[src/design/ttsc_pkg.sv]
`default_nettype none

package ttsc_pkg;

    localparam int CANVAS_WIDTH  = 320;
    localparam int CANVAS_HEIGHT = 172;
    localparam int MAX_POINTS    = 2;

    localparam int RAW_W = 12;
    localparam int CX_W  = 9;
    localparam int CY_W  = 8;

    localparam logic [RAW_W-1:0] CANVAS_W_RAW = RAW_W'(CANVAS_WIDTH);
    localparam logic [RAW_W-1:0] CANVAS_H_RAW = RAW_W'(CANVAS_HEIGHT);
    localparam logic [CX_W-1:0]  CX_MAX       = CX_W'(CANVAS_WIDTH - 1);
    localparam logic [CY_W-1:0]  CY_MAX       = CY_W'(CANVAS_HEIGHT - 1);
    localparam logic [3:0]       MAX_POINTS_N = 4'(MAX_POINTS);

    localparam int IN_DATA_W  = 80;
    localparam int OUT_DATA_W = 48;

    localparam logic [1:0] CFG_GRACE   = 2'd0;
    localparam logic [1:0] CFG_PRESENT = 2'd1;
    localparam logic [1:0] CFG_SWIPE   = 2'd2;
    localparam logic [1:0] CFG_TAP     = 2'd3;

    localparam logic signed [1:0] SWIPE_NONE  = 2'sb00;
    localparam logic signed [1:0] SWIPE_RIGHT = 2'sb01;
    localparam logic signed [1:0] SWIPE_LEFT  = 2'sb11;

    typedef struct packed {
        logic [31:0] since_start_us;
        logic        read_ok;
        logic [7:0]  count_byte;
        logic [7:0]  x_high_byte;
        logic [7:0]  x_low_byte;
        logic [7:0]  y_high_byte;
        logic [7:0]  y_low_byte;
        logic        collect_swipe;
    } in_item_t;

    typedef struct packed {
        logic [31:0] grace_time_us;
        logic        device_present;
        logic [8:0]  swipe_travel_min;
        logic [8:0]  tap_travel_max;
    } cfg_t;

    typedef struct packed {
        logic             down;
        logic [RAW_W-1:0] rx;
        logic [RAW_W-1:0] ry;
        logic [CX_W-1:0]  cx;
        logic [CY_W-1:0]  cy;
    } report_t;

    typedef struct packed {
        logic              tap_event;
        logic [CX_W-1:0]   tap_x;
        logic [CY_W-1:0]   tap_y;
        logic signed [1:0] swipe_dir;
        logic [RAW_W-1:0]  raw_x;
        logic [RAW_W-1:0]  raw_y;
        logic              finger_down;
    } result_t;

endpackage

`default_nettype wire

[src/design/touch_tap_swipe_classifier.sv]
// Touch tap and swipe classifier.
// Each item on the s_axis channel is one polled touch report; the block
// answers every report with exactly one item on the m_axis channel that
// carries the tap event, the held tap position, the collected swipe
// direction, the held raw coordinates and the press state.
// The cfg channel writes the four setting registers (grace time, device
// present, swipe and tap thresholds); it is always ready. It is to be
// written only while no report is in flight; the block does not enforce this.
// An accepted report is held in the input register, is classified against
// the gesture state combinationally, and its result is registered in the
// output register once that is free, which raises m_axis_tvalid.
// One report is taken every cycle unless the receiver stalls the output.
// When the receiver holds m_axis_tready low, the result stays in the output
// register, one more report waits in the input register, and s_axis_tready
// then drops until the result is taken.
// Reset clears the gesture state and the held values, empties both
// registers, and loads the setting registers with their defaults.
`default_nettype none

module touch_tap_swipe_classifier
(
    input  wire                                 clk,
    input  wire                                 rst_n,
    input  wire                                 s_axis_tvalid,
    output logic                                s_axis_tready,
    // Fields from bit 0: since_start_us, read_ok, count_byte, x_high_byte,
    // x_low_byte, y_high_byte, y_low_byte, collect_swipe, zero fill.
    input  wire [ttsc_pkg::IN_DATA_W-1:0]       s_axis_tdata,
    output logic                                m_axis_tvalid,
    input  wire                                 m_axis_tready,
    // Fields from bit 0: tap_event, tap_x, tap_y, swipe_dir, raw_x, raw_y,
    // finger_down, zero fill.
    output logic [ttsc_pkg::OUT_DATA_W-1:0]     m_axis_tdata,
    input  wire                                 cfg_valid,
    output logic                                cfg_ready,
    input  wire [1:0]                           cfg_index,
    input  wire [31:0]                          cfg_data
);

    ttsc_pkg::in_item_t  in_item;
    ttsc_pkg::in_item_t  item_reg;
    logic                item_valid_reg;
    logic                out_valid_reg;
    ttsc_pkg::result_t   out_reg;
    ttsc_pkg::result_t   result;
    ttsc_pkg::cfg_t      cfg_reg;
    ttsc_pkg::report_t   rep;
    logic                step;

    always_comb
    begin
        in_item.since_start_us = s_axis_tdata[31:0];
        in_item.read_ok        = s_axis_tdata[32];
        in_item.count_byte     = s_axis_tdata[40:33];
        in_item.x_high_byte    = s_axis_tdata[48:41];
        in_item.x_low_byte     = s_axis_tdata[56:49];
        in_item.y_high_byte    = s_axis_tdata[64:57];
        in_item.y_low_byte     = s_axis_tdata[72:65];
        in_item.collect_swipe  = s_axis_tdata[73];
    end

    assign step          = item_valid_reg && (!out_valid_reg || m_axis_tready);
    assign s_axis_tready = !item_valid_reg || step;
    assign cfg_ready     = 1'b1;
    assign m_axis_tvalid = out_valid_reg;
    assign m_axis_tdata  = {3'b000, out_reg.finger_down, out_reg.raw_y, out_reg.raw_x,
                            out_reg.swipe_dir, out_reg.tap_y, out_reg.tap_x,
                            out_reg.tap_event};

    always_ff @(posedge clk or negedge rst_n)
    begin
        if (!rst_n)
        begin
            cfg_reg.grace_time_us    <= 32'd1500000;
            cfg_reg.device_present   <= 1'b1;
            cfg_reg.swipe_travel_min <= 9'd60;
            cfg_reg.tap_travel_max   <= 9'd25;
        end
        else if (cfg_valid && cfg_ready)
        begin
            unique case (cfg_index)
                ttsc_pkg::CFG_GRACE:   cfg_reg.grace_time_us    <= cfg_data;
                ttsc_pkg::CFG_PRESENT: cfg_reg.device_present   <= cfg_data[0];
                ttsc_pkg::CFG_SWIPE:   cfg_reg.swipe_travel_min <= cfg_data[8:0];
                ttsc_pkg::CFG_TAP:     cfg_reg.tap_travel_max   <= cfg_data[8:0];
                default:               cfg_reg.tap_travel_max   <= cfg_reg.tap_travel_max;
            endcase
        end
    end

    always_ff @(posedge clk or negedge rst_n)
    begin
        if (!rst_n)
        begin
            item_valid_reg <= 1'b0;
        end
        else if (s_axis_tready)
        begin
            item_valid_reg <= s_axis_tvalid;
        end
    end

    always_ff @(posedge clk)
    begin
        if (s_axis_tvalid && s_axis_tready)
        begin
            item_reg <= in_item;
        end
    end

    ttsc_decode u_decode
    (
        .item           (item_reg),
        .device_present (cfg_reg.device_present),
        .rep            (rep)
    );

    ttsc_gesture u_gesture
    (
        .clk            (clk),
        .rst_n          (rst_n),
        .step           (step),
        .cfg            (cfg_reg),
        .since_start_us (item_reg.since_start_us),
        .collect_swipe  (item_reg.collect_swipe),
        .rep            (rep),
        .result         (result)
    );

    always_ff @(posedge clk or negedge rst_n)
    begin
        if (!rst_n)
        begin
            out_valid_reg <= 1'b0;
        end
        else if (step)
        begin
            out_valid_reg <= 1'b1;
        end
        else if (m_axis_tready)
        begin
            out_valid_reg <= 1'b0;
        end
    end

    always_ff @(posedge clk)
    begin
        if (step)
        begin
            out_reg <= result;
        end
    end

endmodule

`default_nettype wire

[src/design/ttsc_decode.sv]
`default_nettype none

module ttsc_decode
(
    input  wire ttsc_pkg::in_item_t item,
    input  wire                     device_present,
    output ttsc_pkg::report_t       rep
);

    logic [3:0]                 points;
    logic [ttsc_pkg::RAW_W-1:0] rx;
    logic [ttsc_pkg::RAW_W-1:0] ry;

    always_comb
    begin
        points = item.count_byte[3:0];
        rx     = {item.x_high_byte[3:0], item.x_low_byte};
        ry     = {item.y_high_byte[3:0], item.y_low_byte};

        rep.down = device_present && item.read_ok && (points != 4'd0)
                   && (points <= ttsc_pkg::MAX_POINTS_N);
        rep.rx   = rx;
        rep.ry   = ry;

        // Canvas x comes from raw y and canvas y from raw x.
        if (ry >= ttsc_pkg::CANVAS_W_RAW)
        begin
            rep.cx = ttsc_pkg::CX_MAX;
        end
        else
        begin
            rep.cx = ry[ttsc_pkg::CX_W-1:0];
        end

        if (rx >= ttsc_pkg::CANVAS_H_RAW)
        begin
            rep.cy = ttsc_pkg::CY_MAX;
        end
        else
        begin
            rep.cy = rx[ttsc_pkg::CY_W-1:0];
        end
    end

endmodule

`default_nettype wire

[src/design/ttsc_gesture.sv]
`default_nettype none

module ttsc_gesture
(
    input  wire                     clk,
    input  wire                     rst_n,
    input  wire                     step,
    input  wire ttsc_pkg::cfg_t     cfg,
    input  wire [31:0]              since_start_us,
    input  wire                     collect_swipe,
    input  wire ttsc_pkg::report_t  rep,
    output ttsc_pkg::result_t       result
);

    logic                        pressed_reg, pressed_next;
    logic [ttsc_pkg::CX_W-1:0]   start_x_reg, start_x_next;
    logic [ttsc_pkg::CY_W-1:0]   start_y_reg, start_y_next;
    logic [ttsc_pkg::CX_W-1:0]   latest_x_reg, latest_x_next;
    logic [ttsc_pkg::CY_W-1:0]   latest_y_reg, latest_y_next;
    logic [ttsc_pkg::RAW_W-1:0]  raw_x_reg, raw_x_next;
    logic [ttsc_pkg::RAW_W-1:0]  raw_y_reg, raw_y_next;
    logic signed [1:0]           swipe_reg, swipe_next;
    logic [ttsc_pkg::CX_W-1:0]   tap_x_reg, tap_x_next;
    logic [ttsc_pkg::CY_W-1:0]   tap_y_reg, tap_y_next;

    logic [ttsc_pkg::CX_W:0]     dx;
    logic [ttsc_pkg::CY_W:0]     dy;
    logic [ttsc_pkg::CX_W:0]     ax_full;
    logic [ttsc_pkg::CY_W:0]     ay_full;
    logic [8:0]                  ax;
    logic [8:0]                  ay;
    logic                        is_swipe;
    logic                        is_tap;
    logic                        tap;
    logic signed [1:0]           dir;

    always_comb
    begin
        dx      = {1'b0, latest_x_reg} - {1'b0, start_x_reg};
        dy      = {1'b0, latest_y_reg} - {1'b0, start_y_reg};
        ax_full = dx[ttsc_pkg::CX_W] ? -dx : dx;
        ay_full = dy[ttsc_pkg::CY_W] ? -dy : dy;
        ax      = ax_full[8:0];
        ay      = ay_full[8:0];
        is_swipe = (ax >= cfg.swipe_travel_min) && (ax > ay);
        is_tap   = (ax < cfg.tap_travel_max) && (ay < cfg.tap_travel_max);

        pressed_next  = pressed_reg;
        start_x_next  = start_x_reg;
        start_y_next  = start_y_reg;
        latest_x_next = latest_x_reg;
        latest_y_next = latest_y_reg;
        raw_x_next    = raw_x_reg;
        raw_y_next    = raw_y_reg;
        swipe_next    = swipe_reg;
        tap_x_next    = tap_x_reg;
        tap_y_next    = tap_y_reg;
        tap           = 1'b0;
        dir           = ttsc_pkg::SWIPE_NONE;

        // A touch inside the boot grace period only ends any press.
        if (since_start_us < cfg.grace_time_us)
        begin
            pressed_next = 1'b0;
        end
        else if (rep.down)
        begin
            raw_x_next = rep.rx;
            raw_y_next = rep.ry;
            if (!pressed_reg)
            begin
                pressed_next = 1'b1;
                start_x_next = rep.cx;
                start_y_next = rep.cy;
            end
            latest_x_next = rep.cx;
            latest_y_next = rep.cy;
        end
        else if (pressed_reg)
        begin
            pressed_next = 1'b0;
            if (is_swipe)
            begin
                swipe_next = dx[ttsc_pkg::CX_W] ? ttsc_pkg::SWIPE_LEFT
                                                : ttsc_pkg::SWIPE_RIGHT;
            end
            else if (is_tap)
            begin
                tap        = 1'b1;
                tap_x_next = latest_x_reg;
                tap_y_next = latest_y_reg;
            end
        end

        if (collect_swipe)
        begin
            dir        = swipe_next;
            swipe_next = ttsc_pkg::SWIPE_NONE;
        end

        result.tap_event   = tap;
        result.tap_x       = tap_x_next;
        result.tap_y       = tap_y_next;
        result.swipe_dir   = dir;
        result.raw_x       = raw_x_next;
        result.raw_y       = raw_y_next;
        result.finger_down = pressed_next;
    end

    always_ff @(posedge clk or negedge rst_n)
    begin
        if (!rst_n)
        begin
            pressed_reg  <= 1'b0;
            start_x_reg  <= '0;
            start_y_reg  <= '0;
            latest_x_reg <= '0;
            latest_y_reg <= '0;
            raw_x_reg    <= '0;
            raw_y_reg    <= '0;
            swipe_reg    <= ttsc_pkg::SWIPE_NONE;
            tap_x_reg    <= '0;
            tap_y_reg    <= '0;
        end
        else if (step)
        begin
            pressed_reg  <= pressed_next;
            start_x_reg  <= start_x_next;
            start_y_reg  <= start_y_next;
            latest_x_reg <= latest_x_next;
            latest_y_reg <= latest_y_next;
            raw_x_reg    <= raw_x_next;
            raw_y_reg    <= raw_y_next;
            swipe_reg    <= swipe_next;
            tap_x_reg    <= tap_x_next;
            tap_y_reg    <= tap_y_next;
        end
    end

endmodule

`default_nettype wire

[config.mk]
export PLATFORM = sky130hd
export DESIGN_NAME = touch_tap_swipe_classifier
export DESIGN_NICKNAME = d
export VERILOG_FILES = /design/src/design/ttsc_pkg.sv /design/src/design/touch_tap_swipe_classifier.sv /design/src/design/ttsc_decode.sv /design/src/design/ttsc_gesture.sv
export SDC_FILE = /design/constraint.sdc
export NUM_CORES = 1
export LEC_CHECK = 0
export BUFFER_PORTS_ARGS = -buffer_cell sky130_fd_sc_hd__buf_2
export CAP_MARGIN = 10
export CORE_UTILIZATION = 29
export CTS_CLUSTER_SIZE = 28
export DETAILED_ROUTE_END_ITERATION = 7
export PLACE_DENSITY = 0.44
export SYNTH_ARGS = -nofsm -noshare
export SYNTH_HDL_FRONTEND = slang
export SYNTH_SLANG_ARGS = --single-unit
[constraint.sdc]
create_clock -name clk -period 5 [get_ports clk]
set_input_delay 1 -clock clk [delete_from_list [all_inputs] [get_ports clk]]
set_output_delay 1 -clock clk [all_outputs]
set_load 0.02 [all_outputs]
== Word-level counts from Yosys, hierarchy flattened ==
Cells that the tools add are included.
Widths: inputs -> output; s select.

* Add/sub/neg operators: 4
* Multipliers: 0
* Divide/modulo/power cells: 0
* Order comparisons: 8
* Equal/unequal tests: 3
* Shift operators: 0
* Mux-type cells: 29
* Bitwise logic cells: 2
* Reductions and logical operators: 21

{| class="wikitable"
|+ Operators by type and width
! operator !! number
|-
| $mux 9 || 8
|-
| $mux 12 || 4
|-
| $mux 8 || 6
|-
| $lt 32x32->1 || 1
|-
| $lt 9x9->1 || 2
|-
| $neg 9->9 || 2
|-
| $ge 12x8->1 const B || 1
|-
| $ge 12x9->1 const B || 1
|-
| $mux 2 || 6
|-
| $sub 9x9->10 || 1
|-
| $ge 9x9->1 || 1
|-
| $gt 9x9->1 || 1
|-
| $sub 8x8->9 || 1
|-
| $reduce_and 2->1 || 4
|-
| $logic_and 1x1->1 || 7
|-
| $mux 1 || 5
|-
| $eq 2x2->1 const B || 2
|-
| $le 4x2->1 const B || 1
|-
| $reduce_and 4->1 || 1
|-
| $reduce_bool 4->1 || 1
|-
| $reduce_or 4->1 || 1
|-
| $reduce_and 3->1 || 1
|-
| $eq 2x1->1 const B || 1
|-
| $logic_not 1->1 || 2
|-
| other kinds (4) || 6
|}

* Register bits after elaboration: 238
* Latch bits: 0
* Bits in writable memories: 0
* Bits in read-only memories: 0
* Output and inout port bits: 51
* Word-level logic and storage cells: 98
* Memories: 0

== Logic depth before layout (Yosys ltp) ==
Gate-level depths: netlist (run 1).

* Depth in word-level cells: 10
* Gate-level depth with buffers: 23
* Depth with buffers taken out: 22

== Cells and area by module ==
A second synthesis (run 1) with hierarchy kept.

* Cell total of the unflattened synthesis: 941
* Area total of the unflattened synthesis: 12263.0 µm²

{| class="wikitable"
|+ Modules (own cells, without submodules)
! module !! times used !! cells each !! area an instance (µm²)
|-
| ttsc_gesture || 1 || 645 || 6226.0
|-
| touch_tap_swipe_classifier || 1 || 242 || 5654.2
|-
| ttsc_decode || 1 || 54 || 382.9
|}

== Worst setup path after synthesis (run 1) ==
Ideal clock, no wire load.

* Path type: reg-to-reg
* From: reg u_gesture.latest_x_reg[3] in the netlist's numbering
* To: reg out_reg, in the netlist m_axis_tdata[10], data pin
* Setup time: 260 ps
* Arrival: 4450 ps
* Data required time: 4740 ps
* Path slack: 290 ps
* Stages on the path, launching flop included: 17
* Path buffers: 1
* Cells stage by stage: dfrtp_1 > ha_1 > a21o_1 > a21o_1 > o211a_1 > a311oi_1 > and2_1 > xor2_1 > ha_1 > a2111oi_0 > o21ai_0 > o21ai_0 > a31oi_1 > o31a_1 > a211oi_4 > buf_2 > mux2_2

{| class="wikitable"
|+ RTL lines
! item !! line !! RTL
|-
| start: declaration || ttsc_gesture.sv:18 || <nowiki>logic [ttsc_pkg::CX_W-1:0] latest_x_reg, latest_x_next;</nowiki>
|-
| start signal: assignment || ttsc_gesture.sv:130 || <nowiki>latest_x_reg <= latest_x_next;</nowiki>
|-
| end signal: assignment || touch_tap_swipe_classifier.sv:150 || <nowiki>out_reg <= result;</nowiki>
|-
| end: declaration || touch_tap_swipe_classifier.sv:44 || <nowiki>ttsc_pkg::result_t out_reg;</nowiki>
|}

==> qor.yml, run 1 <==
fp.dieArea_um2: 40000
period_share: 0.959
cpLargestDelayFamily: "compound AO/OA/AOI/OAI gates"
drc: 0
portBuffers: 147
p_clk_frac: 0.233
syn_area_um2: 11400
clock-root-buffer: "clkbuf_16"
hold_buffers: 0
p_sw_uw: 3220
ys_warn_count: 0
grt_use_total: 0.136
firstDrtPassIters: 4
arrival_ns: 5.11
drive_gt1_frac: 0.310
max_slew_margin: 0.364
synth_cell_types: 64
fmax_mhz: 209
die_y_um: 200
swShare: 0.379
drtAntennaViolNets: 0
clkTransAtPathRegs_ns: 0.06
grt.overflow.total: 0
p_total_uw: 8490
syn_avg_cell_area_um2: 12.3
finClkSkew_ns: 0.0306
cp_slowest_cell: "dfrtp_1"
grt_pass1_vias: 7516
setup.worst_path.start_class: "flop"
ff_latch_area_um2: 6510
drv_slew: 0
dpl.hpwl_um: 19000
dp.cells: 1581
tritoncts: "done"
routed_via_density: 4.43
p_int_uw: 5270
initial_utilization: 0.294
numCtsBuffers: 28
max-cap-violations: 0
seq_area_frac_synth: 0.572
wirelength_um: 26500
fp.dieW_um: 200
nNetsFinal: 1302
combPwrFrac: 0.475
drtIter0Drc: 309
clk-insertion-delay-late_ns: 0.56
setup_viol: 0
worstMarginPinSlew_ns: 0.952
instances_no_fill: 1640
power_frac_seq: 0.293
synth_edf_count: 107
crit_chain: "inv_1 -> ha_1 -> inv_1 -> fa_1 -> a211oi_1 -> o21ai_0 -> a31o_2 -> or2_2 -> xnor2_2 -> inv_1 -> ha_1 -> nand4_1 -> nor2_2 -> nor2_1 -> o31ai_1 -> a311o_1 -> o211ai_2 -> a211oi_4 -> buf_6 -> buf_12 -> mux2_2"
antenna_found_initial: 3
power_leakage_uw: 0.00613
slowest_delay_ns: 0.43
core_area_um2: 38600
route.vias.total: 7263
area_delta_synth_final_pct: 21.3
fillers: 3849
ys_ff_latch: 238
largest_reg_flops: 62
grt_pass1_wl_um: 41600
final_cell_area_um2: 13800
num_io_pins: 170
hold-worst-slack_ns: 0.479
cp_max_fo: 11
path_buf_inv: 5
rows: 72
cts_buffer_depth: 3
crit_required_ns: 5.31
end_kind: "flop"
placed_area_um2: 12800
synthArstFlopShare: 0.550
power_density_nw_per_um2: 615
irDropWorstVdd_mv: 0.301
cts.sinks: 238
gp_congestion: 0.815
drt-wirelength-per-cell_um: 16.2
cp_common_cell: "inv_1"
synthCells: 926
holdCritPathClass: "reg2reg"
crit_type: "reg2reg"
fin_crit_ns: 4.79
multiInputGateArea_um2: 4530
yosys_most_used_dff: "dfrtp_1"
final.setup.tns_ns: 0
finalHoldViolCount: 0
htreeDepth: 1
grt_max_degree: 74
status: "complete, no violations"
==> worst register-to-register path, cell delays in order, from the launching register on <==
cell and delay [ns]:
dfrtp_1 0.43, inv_1 0.08, ha_1 0.15, inv_1 0.05, fa_1 0.40, a211oi_1 0.27, o21ai_0 0.14, a31o_2 0.33
or2_2 0.34, xnor2_2 0.27, inv_1 0.08, ha_1 0.30, nand4_1 0.11, nor2_2 0.14, nor2_1 0.06, o31ai_1 0.10
a311o_1 0.24, o211ai_2 0.13, a211oi_4 0.26, buf_6 0.15, buf_12 0.15, mux2_2 0.35
==> path summary, 6_finish.rpt <==
check | cells after the start | startpoint | slack (ns) | to
setup / recovery | 21 | u_gesture.latest_y_reg[0] | 0.21 | m_axis_tdata[4]
hold / removal | 2 | u_gesture.start_y_reg[1] | 0.48 | u_gesture.start_y_reg[1]
setup reg to reg | 21 | u_gesture.latest_y_reg[0] | 0.21 | m_axis_tdata[4]
hold reg to reg | 2 | u_gesture.start_y_reg[1] | 0.48 | u_gesture.start_y_reg[1]
max in group asynchronous | 2 | rst_n | 3.57 | cfg_reg[4]
min in group asynchronous | 1 | rst_n | 0.51 | cfg_reg[45]
==> cells by family after synthesis <==
logic type | synth area share
AOI/OAI and AO/OA | 0.0939
xor gates and xnor gates | 0.0208
adders and majority gates | 0.0937
buffers and inverters | 0.0368
DFF | 0.572
muxes | 0.105
other | 0.000660
and+or+nand+nor | 0.0765
==> metrics by stage <==
step                       util  setup slack (ns)
after floorplan               -             0.290
after global placement    0.331           0.00138
after detailed placement  0.331           -0.0416
after CTS                 0.354           0.00909
after global routing      0.357           -0.0317
final                     0.357             0.206
==> synth_stat cells (3+ instances only) <==
cell	instances	area share
nand3b_1	4	0.0026
nor2_1	37	0.012
nand2b_1	9	0.0049
a21o_1	9	0.0059
a41oi_1	3	0.0023
ha_1	82	0.090
a211oi_1	4	0.0026
clkbuf_1	18	0.0059
inv_1	78	0.026
xor2_1	12	0.0092
nand3_1	7	0.0031
dfrtp_1	113	0.25
mux2_4	10	0.013
xnor2_1	15	0.012
nand4_1	7	0.0038
buf_4	4	0.0026
nor3_1	8	0.0035
nor2b_1	8	0.0044
or3_1	3	0.0016
mux2_2	93	0.092
o21a_1	6	0.0040
edfxtp_1	107	0.28
nand2_1	92	0.030
dfstp_2	18	0.042
o21ai_0	95	0.042
and2_1	4	0.0022
a21oi_1	28	0.012
or2_2	3	0.0016
o211ai_1	3	0.0020
==> metal layers <==
layer / vias to the layer above / wire length [µm] / GRT usage
met2: 113 / 12200 / 0.220
met5: - / 13 / 0
met4: 2 / 521 / 0.0390
met1: 3482 / 12600 / 0.184
li1: 3634 / - / -
met3: 32 / 1170 / 0.0250
==> cells in the final DEF, fill, tap and decap left out, types with 6 or more instances in the layout <==
cell type  synthesis  layout
o21ai_0           95      93
xor2_1            12      11
dfrtp_1          113     113
nand2b_1           9       9
edfxtp_1         107     107
mux2_4            10      10
buf_2              2     146
a21oi_1           28      26
nor2_1            37      36
inv_1             78      77
xnor2_1           15      13
o21a_1             6       6
nand3_1            7       7
a21o_1             9       9
nand4_1            7       7
nand2_1           92      92
nor2b_1            8       8
ha_1              82      82
dfstp_2           18      18
nor3_1             8       8
clkbuf_16          0      29
clkinv_1           0       6
buf_4              4      17
mux2_2            93      93
clkbuf_1          18       9
==> area by class of cell <==
type                    instances  share of cell area
clock inverters                13             0.00961
clock buffers                  39              0.0552
well taps                     518              0.0469
inverters                      78              0.0212
flip-flops and latches        238               0.472
diodes                          1            0.000181
repair buffers                167              0.0671
multi-input cells             586               0.328
==> power groups by stage <==
stage / combinational, µW / sequential, µW / clock, µW
after floorplan: 2840 / 2530 / 0
after global placement: 3840 / 2520 / 0
after detailed placement: 3880 / 2530 / 0
after CTS: 3950 / 2490 / 2050
after global routing: 4600 / 2520 / 2120
final: 4030 / 2480 / 1970
==> what timing repair did <==
item / CTS / global route
setup endpoints to repair: 17 / 34
hold endpoints to repair: 0 / 0
gates resized for setup: 3 / 9
buffers inserted: 0 / 4
pin swaps: 0 / 6
cloned: 0 / 2
Power figures use the tool's default switching activity.
==> run 2, diff against run 1 <==
--- a/config.mk
+++ b/config.mk
@@ -7,6 +7,7 @@
 export LEC_CHECK = 0
 export BUFFER_PORTS_ARGS = -buffer_cell sky130_fd_sc_hd__buf_2
 export CAP_MARGIN = 10
+export CORE_MARGIN = 4
 export CORE_UTILIZATION = 29
 export CTS_CLUSTER_SIZE = 28
 export DETAILED_ROUTE_END_ITERATION = 7
==> run 2 against run 1 <==
- global-route usage shrank 1.1 points
- first-iteration DRC count shrank 4.2%
- maximum frequency grew 1.8%
- utilization shrank 0.41 points
- sequential cell count is the same
- largest power group unchanged
==> qor.yml, run 2 (synthesis gave the netlist of run 1 again) <==
end_kind: "flop"
worstMarginPinSlew_ns: 0.920
grt_pass1_wl_um: 41900
finClkSkew_ns: 0.0183
htreeDepth: 1
drtAntennaViolNets: 0
dpl.hpwl_um: 19500
crit_chain: "ha_1 -> a21o_1 -> a21o_1 -> or3_1 -> and2_1 -> nor2_1 -> a21oi_1 -> xnor2_1 -> ha_1 -> nand2_1 -> nand2_1 -> a21oi_1 -> o21ai_0 -> o21ai_0 -> a31oi_1 -> o31a_1 -> a211oi_4 -> buf_12 -> mux2_2"
setup_viol: 0
final.setup.tns_ns: 0
crit_type: "reg2reg"
grt.met2_usage: 0.199
drive_gt1_frac: 0.305
fillers: 3955
setup.worst_path.start_class: "flop"
drt-wirelength-per-cell_um: 16.3
grt_pass1_vias: 7484
gp_congestion: 0.756
route.vias.total: 7293
grt_use_total: 0.125
nNetsFinal: 1294
fp.dieW_um: 206
initial_utilization: 0.294
fp.dieArea_um2: 42500
grt-busiest-layer: "met2"
final_core_utilization: 0.353
status: "complete, no violations"
holdCritPathClass: "in2async"
wirelength_um: 26500
reg2reg_to: "m_axis_tdata[4]"
cp_slowest_cell: "dfrtp_1"
multiInputGateArea_um2: 4520
rows: 72
area_delta_synth_final_pct: 20.2
power_leakage_uw: 0.00605
groute.layer.met1.usage: 0.179
slowest_delay_ns: 0.41
crit_required_ns: 5.30
mostFrequentLayoutCell: "buf_2"
cts.sinks: 238
drtIter0Drc: 296
rsz0062_at_grt: "false"
finalHoldViolCount: 0
rrSetupSlack_ns: 0.29
grt_max_degree: 65
diodes: 0
cp_max_fo: 19
clkTransAtPathRegs_ns: 0.06
die_y_um: 206
drv_slew: 0
irDropWorstVdd_mv: 0.315
cts_buffer_depth: 3
clk-insertion-delay-late_ns: 0.55
firstDrtPassIters: 4
clock-root-buffer: "clkbuf_16"
drc: 0
cpLargestDelayFamily: "compound AO/OA/AOI/OAI gates"
period_share: 0.942
routed_via_density: 4.47
hold-worst-slack_ns: 0.463
num_io_pins: 170
core_area_um2: 38700
fmax_mhz: 212
max-cap-violations: 0
rr_startpoint: "u_gesture.latest_x_reg[3]"
cp_num_cells: 19
crit_end: "m_axis_tdata[4]"
fin_crit_ns: 4.71
grt.overflow.total: 0
ff_latch_area_um2: 6510
mostFrequentLayoutCells: "buf_2, dfrtp_1, edfxtp_1"
arrival_ns: 5.01
tritoncts: "done"
path_buf_inv: 1
power_density_nw_per_um2: 609
antenna_found_initial: 0
numCtsBuffers: 27
startpoint: "u_gesture.latest_x_reg[3]"
hold_buffers: 0
ff2ff_path_depth: 19
grt_use_met3: 0.0190
portBuffers: 147
max_slew_margin: 0.386
largest_reg_flops: 62
==> run 2: layer usage <==
metal	vias to the layer above	part of all wire
li1	3610	-
met1	3543	0.48
met2	112	0.46
met3	28	0.040
met4	0	0.017
met5	-	0
==> run 2: worst min-delay path by stage <==
stage | start | to | slack, ns | depth (start not counted)
4_1_cts | rst_n | u_gesture.raw_y_reg[9] | 0.48 | 1
3_3_place_gp | u_gesture.start_y_reg[3] | u_gesture.start_y_reg[3] | 0.46 | 2
3_5_place_dp | u_gesture.start_y_reg[3] | u_gesture.start_y_reg[3] | 0.47 | 2
6_report | rst_n | cfg_reg[31] | 0.46 | 1
2_1_floorplan | u_gesture.start_x_reg[1] | u_gesture.start_x_reg[1] | 0.45 | 2
5_1_grt | rst_n | cfg_reg[31] | 0.50 | 1
==> run 2: final cells by class <==
class,count,share of cell area
repair buffers,161,0.0628
well taps,518,0.0474
inverters,78,0.0214
clock buffers,47,0.0600
multi-input cells,585,0.330
flip-flops and latches,238,0.476
clock inverters,3,0.00210
==> run 2: per-stage QoR <==
| stage | instances | area [µm²] | total power, µW | setup slack, ns |
|---|---|---|---|---|
| 6_report | 1630 | 13700 | 8330 | 0.289 |
| 3_5_place_dp | 1579 | 12800 | 6390 | 0.0236 |
| 4_1_cts | 1629 | 13600 | 8350 | 0.0621 |
| 5_1_grt | 1630 | 13700 | 9190 | 0.00239 |
| 3_3_place_gp | 1579 | 12800 | 6350 | 0.0504 |
| 2_1_floorplan | 928 | 11400 | 5370 | 0.290 |
==> run 2: repair_timing <==
item | CTS | global route
buffers inserted | 0 | 1
endpoints found under the setup margin | 2 | 34
pin swaps | 0 | 1
resized for setup | 1 | 9
==> run 2: where the power goes <==
part | switching [µW] | leakage, µW | internal [µW] | total, µW
logic | 2230 | 0.00292 | 1730 | 3960
clock network | 776 | 0.000414 | 1110 | 1890
registers | 139 | 0.00272 | 2350 | 2490
total | 3140 | 0.00605 | 5190 | 8330
==> run 3, diff against run 2 <==
--- a/config.mk
+++ b/config.mk
@@ -14,4 +14,5 @@
 export PLACE_DENSITY = 0.44
 export SYNTH_ARGS = -nofsm -noshare
 export SYNTH_HDL_FRONTEND = slang
+export SYNTH_HIERARCHICAL = 1
 export SYNTH_SLANG_ARGS = --single-unit
==> run 3 against run 2 <==
- combinational power is 2% lower
- sequential cell count stayed put
- final cell count is 0.49% lower
- worst setup slack better by 0.12 ns
- critical path depth is 1 lower
- non-clock buffer count is 2 lower
- register-to-register slack better by 0.12 ns
- wire length is 2.2% lower
- clock power is 8% higher
- die area is 4.4% higher
- sequential share of layout area is 1.1 points lower
- synthesized cell count is 0.32% higher
==> qor.yml, run 3 <==
status: "complete, no violations"
mostFrequentLayoutCells: "buf_2, dfrtp_1, mux2_2"
area_delta_synth_final_pct: 17.6
setup.worst_path.start_class: "flop"
fmax_mhz: 218
clk-insertion-delay-late_ns: 0.58
max_slew_margin: 0.363
diodes: 0
fp.dieW_um: 211
route.vias.total: 7160
arrival_ns: 4.90
slowest_delay_ns: 0.41
syn_avg_cell_area_um2: 12.8
power_leakage_uw: 0.00646
ys_warn_count: 6
die_y_um: 211
clkTransAtPathRegs_ns: 0.06
initial_utilization: 0.296
cp_slowest_cell: "dfrtp_1"
dp.cells: 1568
path_buf_inv: 3
syn_area_um2: 11900
finClkSkew_ns: 0.0202
mostFrequentLayoutCell: "buf_2"
largest_reg_flops: 62
final.setup.tns_ns: 0
fillers: 4043
rows: 73
setup_viol: 0
cts.sinks: 238
power_density_nw_per_um2: 602
irDropWorstVdd_mv: 0.434
grt_pass1_vias: 7509
hold_buffers: 0
max-cap-violations: 0
firstDrtPassIters: 7
finalHoldViolCount: 0
drive_gt1_frac: 0.339
worstMarginPinSlew_ns: 0.952
instances_no_fill: 1622
multiInputGateArea_um2: 4720
nNetsFinal: 1277
drtIter0Drc: 199
end_kind: "flop"
gp_congestion: 0.739
portBuffers: 147
synthCells: 929
dpl.hpwl_um: 18300
num_io_pins: 170
clock-root-buffer: "clkbuf_16"
grt.overflow.total: 0
drv_slew: 0
cts_buffer_depth: 3
period_share: 0.918
antenna_found_initial: 0
htreeDepth: 1
grt_max_degree: 76
crit_chain: "inv_1 -> ha_1 -> inv_1 -> fa_1 -> a211oi_2 -> o31ai_1 -> a21oi_2 -> xnor2_1 -> nor4_1 -> a41oi_1 -> xnor2_1 -> buf_4 -> ha_1 -> a21oi_1 -> or3_1 -> a31o_4 -> nand2_4 -> mux2_1"
p_total_uw: 8430
ff_latch_area_um2: 6510
routed_via_density: 4.41
drt-wirelength-per-cell_um: 16.0
core_area_um2: 40200
drtAntennaViolNets: 0
fin_crit_ns: 4.59
holdCritPathClass: "in2async"
tritoncts: "done"
drc: 0
grt_use_total: 0.115
numCtsBuffers: 29
fp.dieArea_um2: 44300
cpLargestDelayFamily: "compound AO/OA/AOI/OAI gates"
crit_type: "reg2reg"
rsz0062_at_grt: "false"
grt_pass1_wl_um: 41200
cp_max_fo: 18
wirelength_um: 26000
crit_required_ns: 5.31
-- run 3: final timing paths --
kind                            cells past startpoint                     end  slack (ns)                 startpoint
worst min-delay path                                1             cfg_reg[38]        0.47                      rst_n
max in group asynchronous                           2  u_gesture/swipe_reg[0]        3.55                      rst_n
worst min register to register                      1  u_gesture/tap_y_reg[7]        0.49     u_gesture/tap_y_reg[7]
worst max register to register                     18         m_axis_tdata[7]        0.41  u_gesture/latest_x_reg[0]
min in group clk                                    1  u_gesture/tap_y_reg[7]        0.49     u_gesture/tap_y_reg[7]
worst max-delay path                               18         m_axis_tdata[7]        0.41  u_gesture/latest_x_reg[0]
-- run 3: power breakdown --
group	total [µW]	switching, µW	leakage [µW]	internal (µW)
Sequential	2510	146	0.00271	2360
Clock	2050	842	0.000447	1210
Combinational	3870	2150	0.00331	1720
-- run 3: area by class of cell --
cell class / count / share of cell area
Clock buffer: 47 / 0.0602
Timing Repair Buffer: 159 / 0.0603
Multi-Input combinational cell: 556 / 0.337
Clock inverter: 7 / 0.00599
Sequential cell: 238 / 0.465
Tap cell: 525 / 0.0469
Inverter: 90 / 0.0241
-- run 3: repair_timing --
item,CTS,global route
setup buffers,0,0
resized for setup,0,1
hold endpoints to repair,0,0
endpoints found under the setup margin,0,20
-- run 3: routing by layer --
metal,global-route usage,share of wire,up-vias,routed length [µm]
met1,0.151,0.46,3500,11800
li1,-,-,3541,-
met3,0.0238,0.044,27,1150
met4,0.0273,0.016,0,425
met5,0,0,-,0
met2,0.196,0.48,92,12600
-- run 3: stage by stage --
stage | setup WS [ns] | utilization | hold slack (ns) | cell area (µm²)
floorplan | 0.841 | - | 0.449 | 11900
global placement | 0.324 | 0.325 | 0.469 | 13100
detailed placement | 0.337 | 0.325 | 0.477 | 13100
CTS | 0.321 | 0.348 | 0.490 | 14000
global route | 0.0138 | 0.348 | 0.499 | 14000
finish | 0.412 | 0.348 | 0.470 | 14000
-- run 3: worst register-to-register path: cells and delay by family (launching register included) --
kind            cells  cell delay [ns]
compound gates      6             1.09
xor+xnor            2             0.31
fa+ha+maj           3             0.89
buf+inv             3             0.28
flops               1             0.41
mux                 1             0.38
simple gates        3             0.98
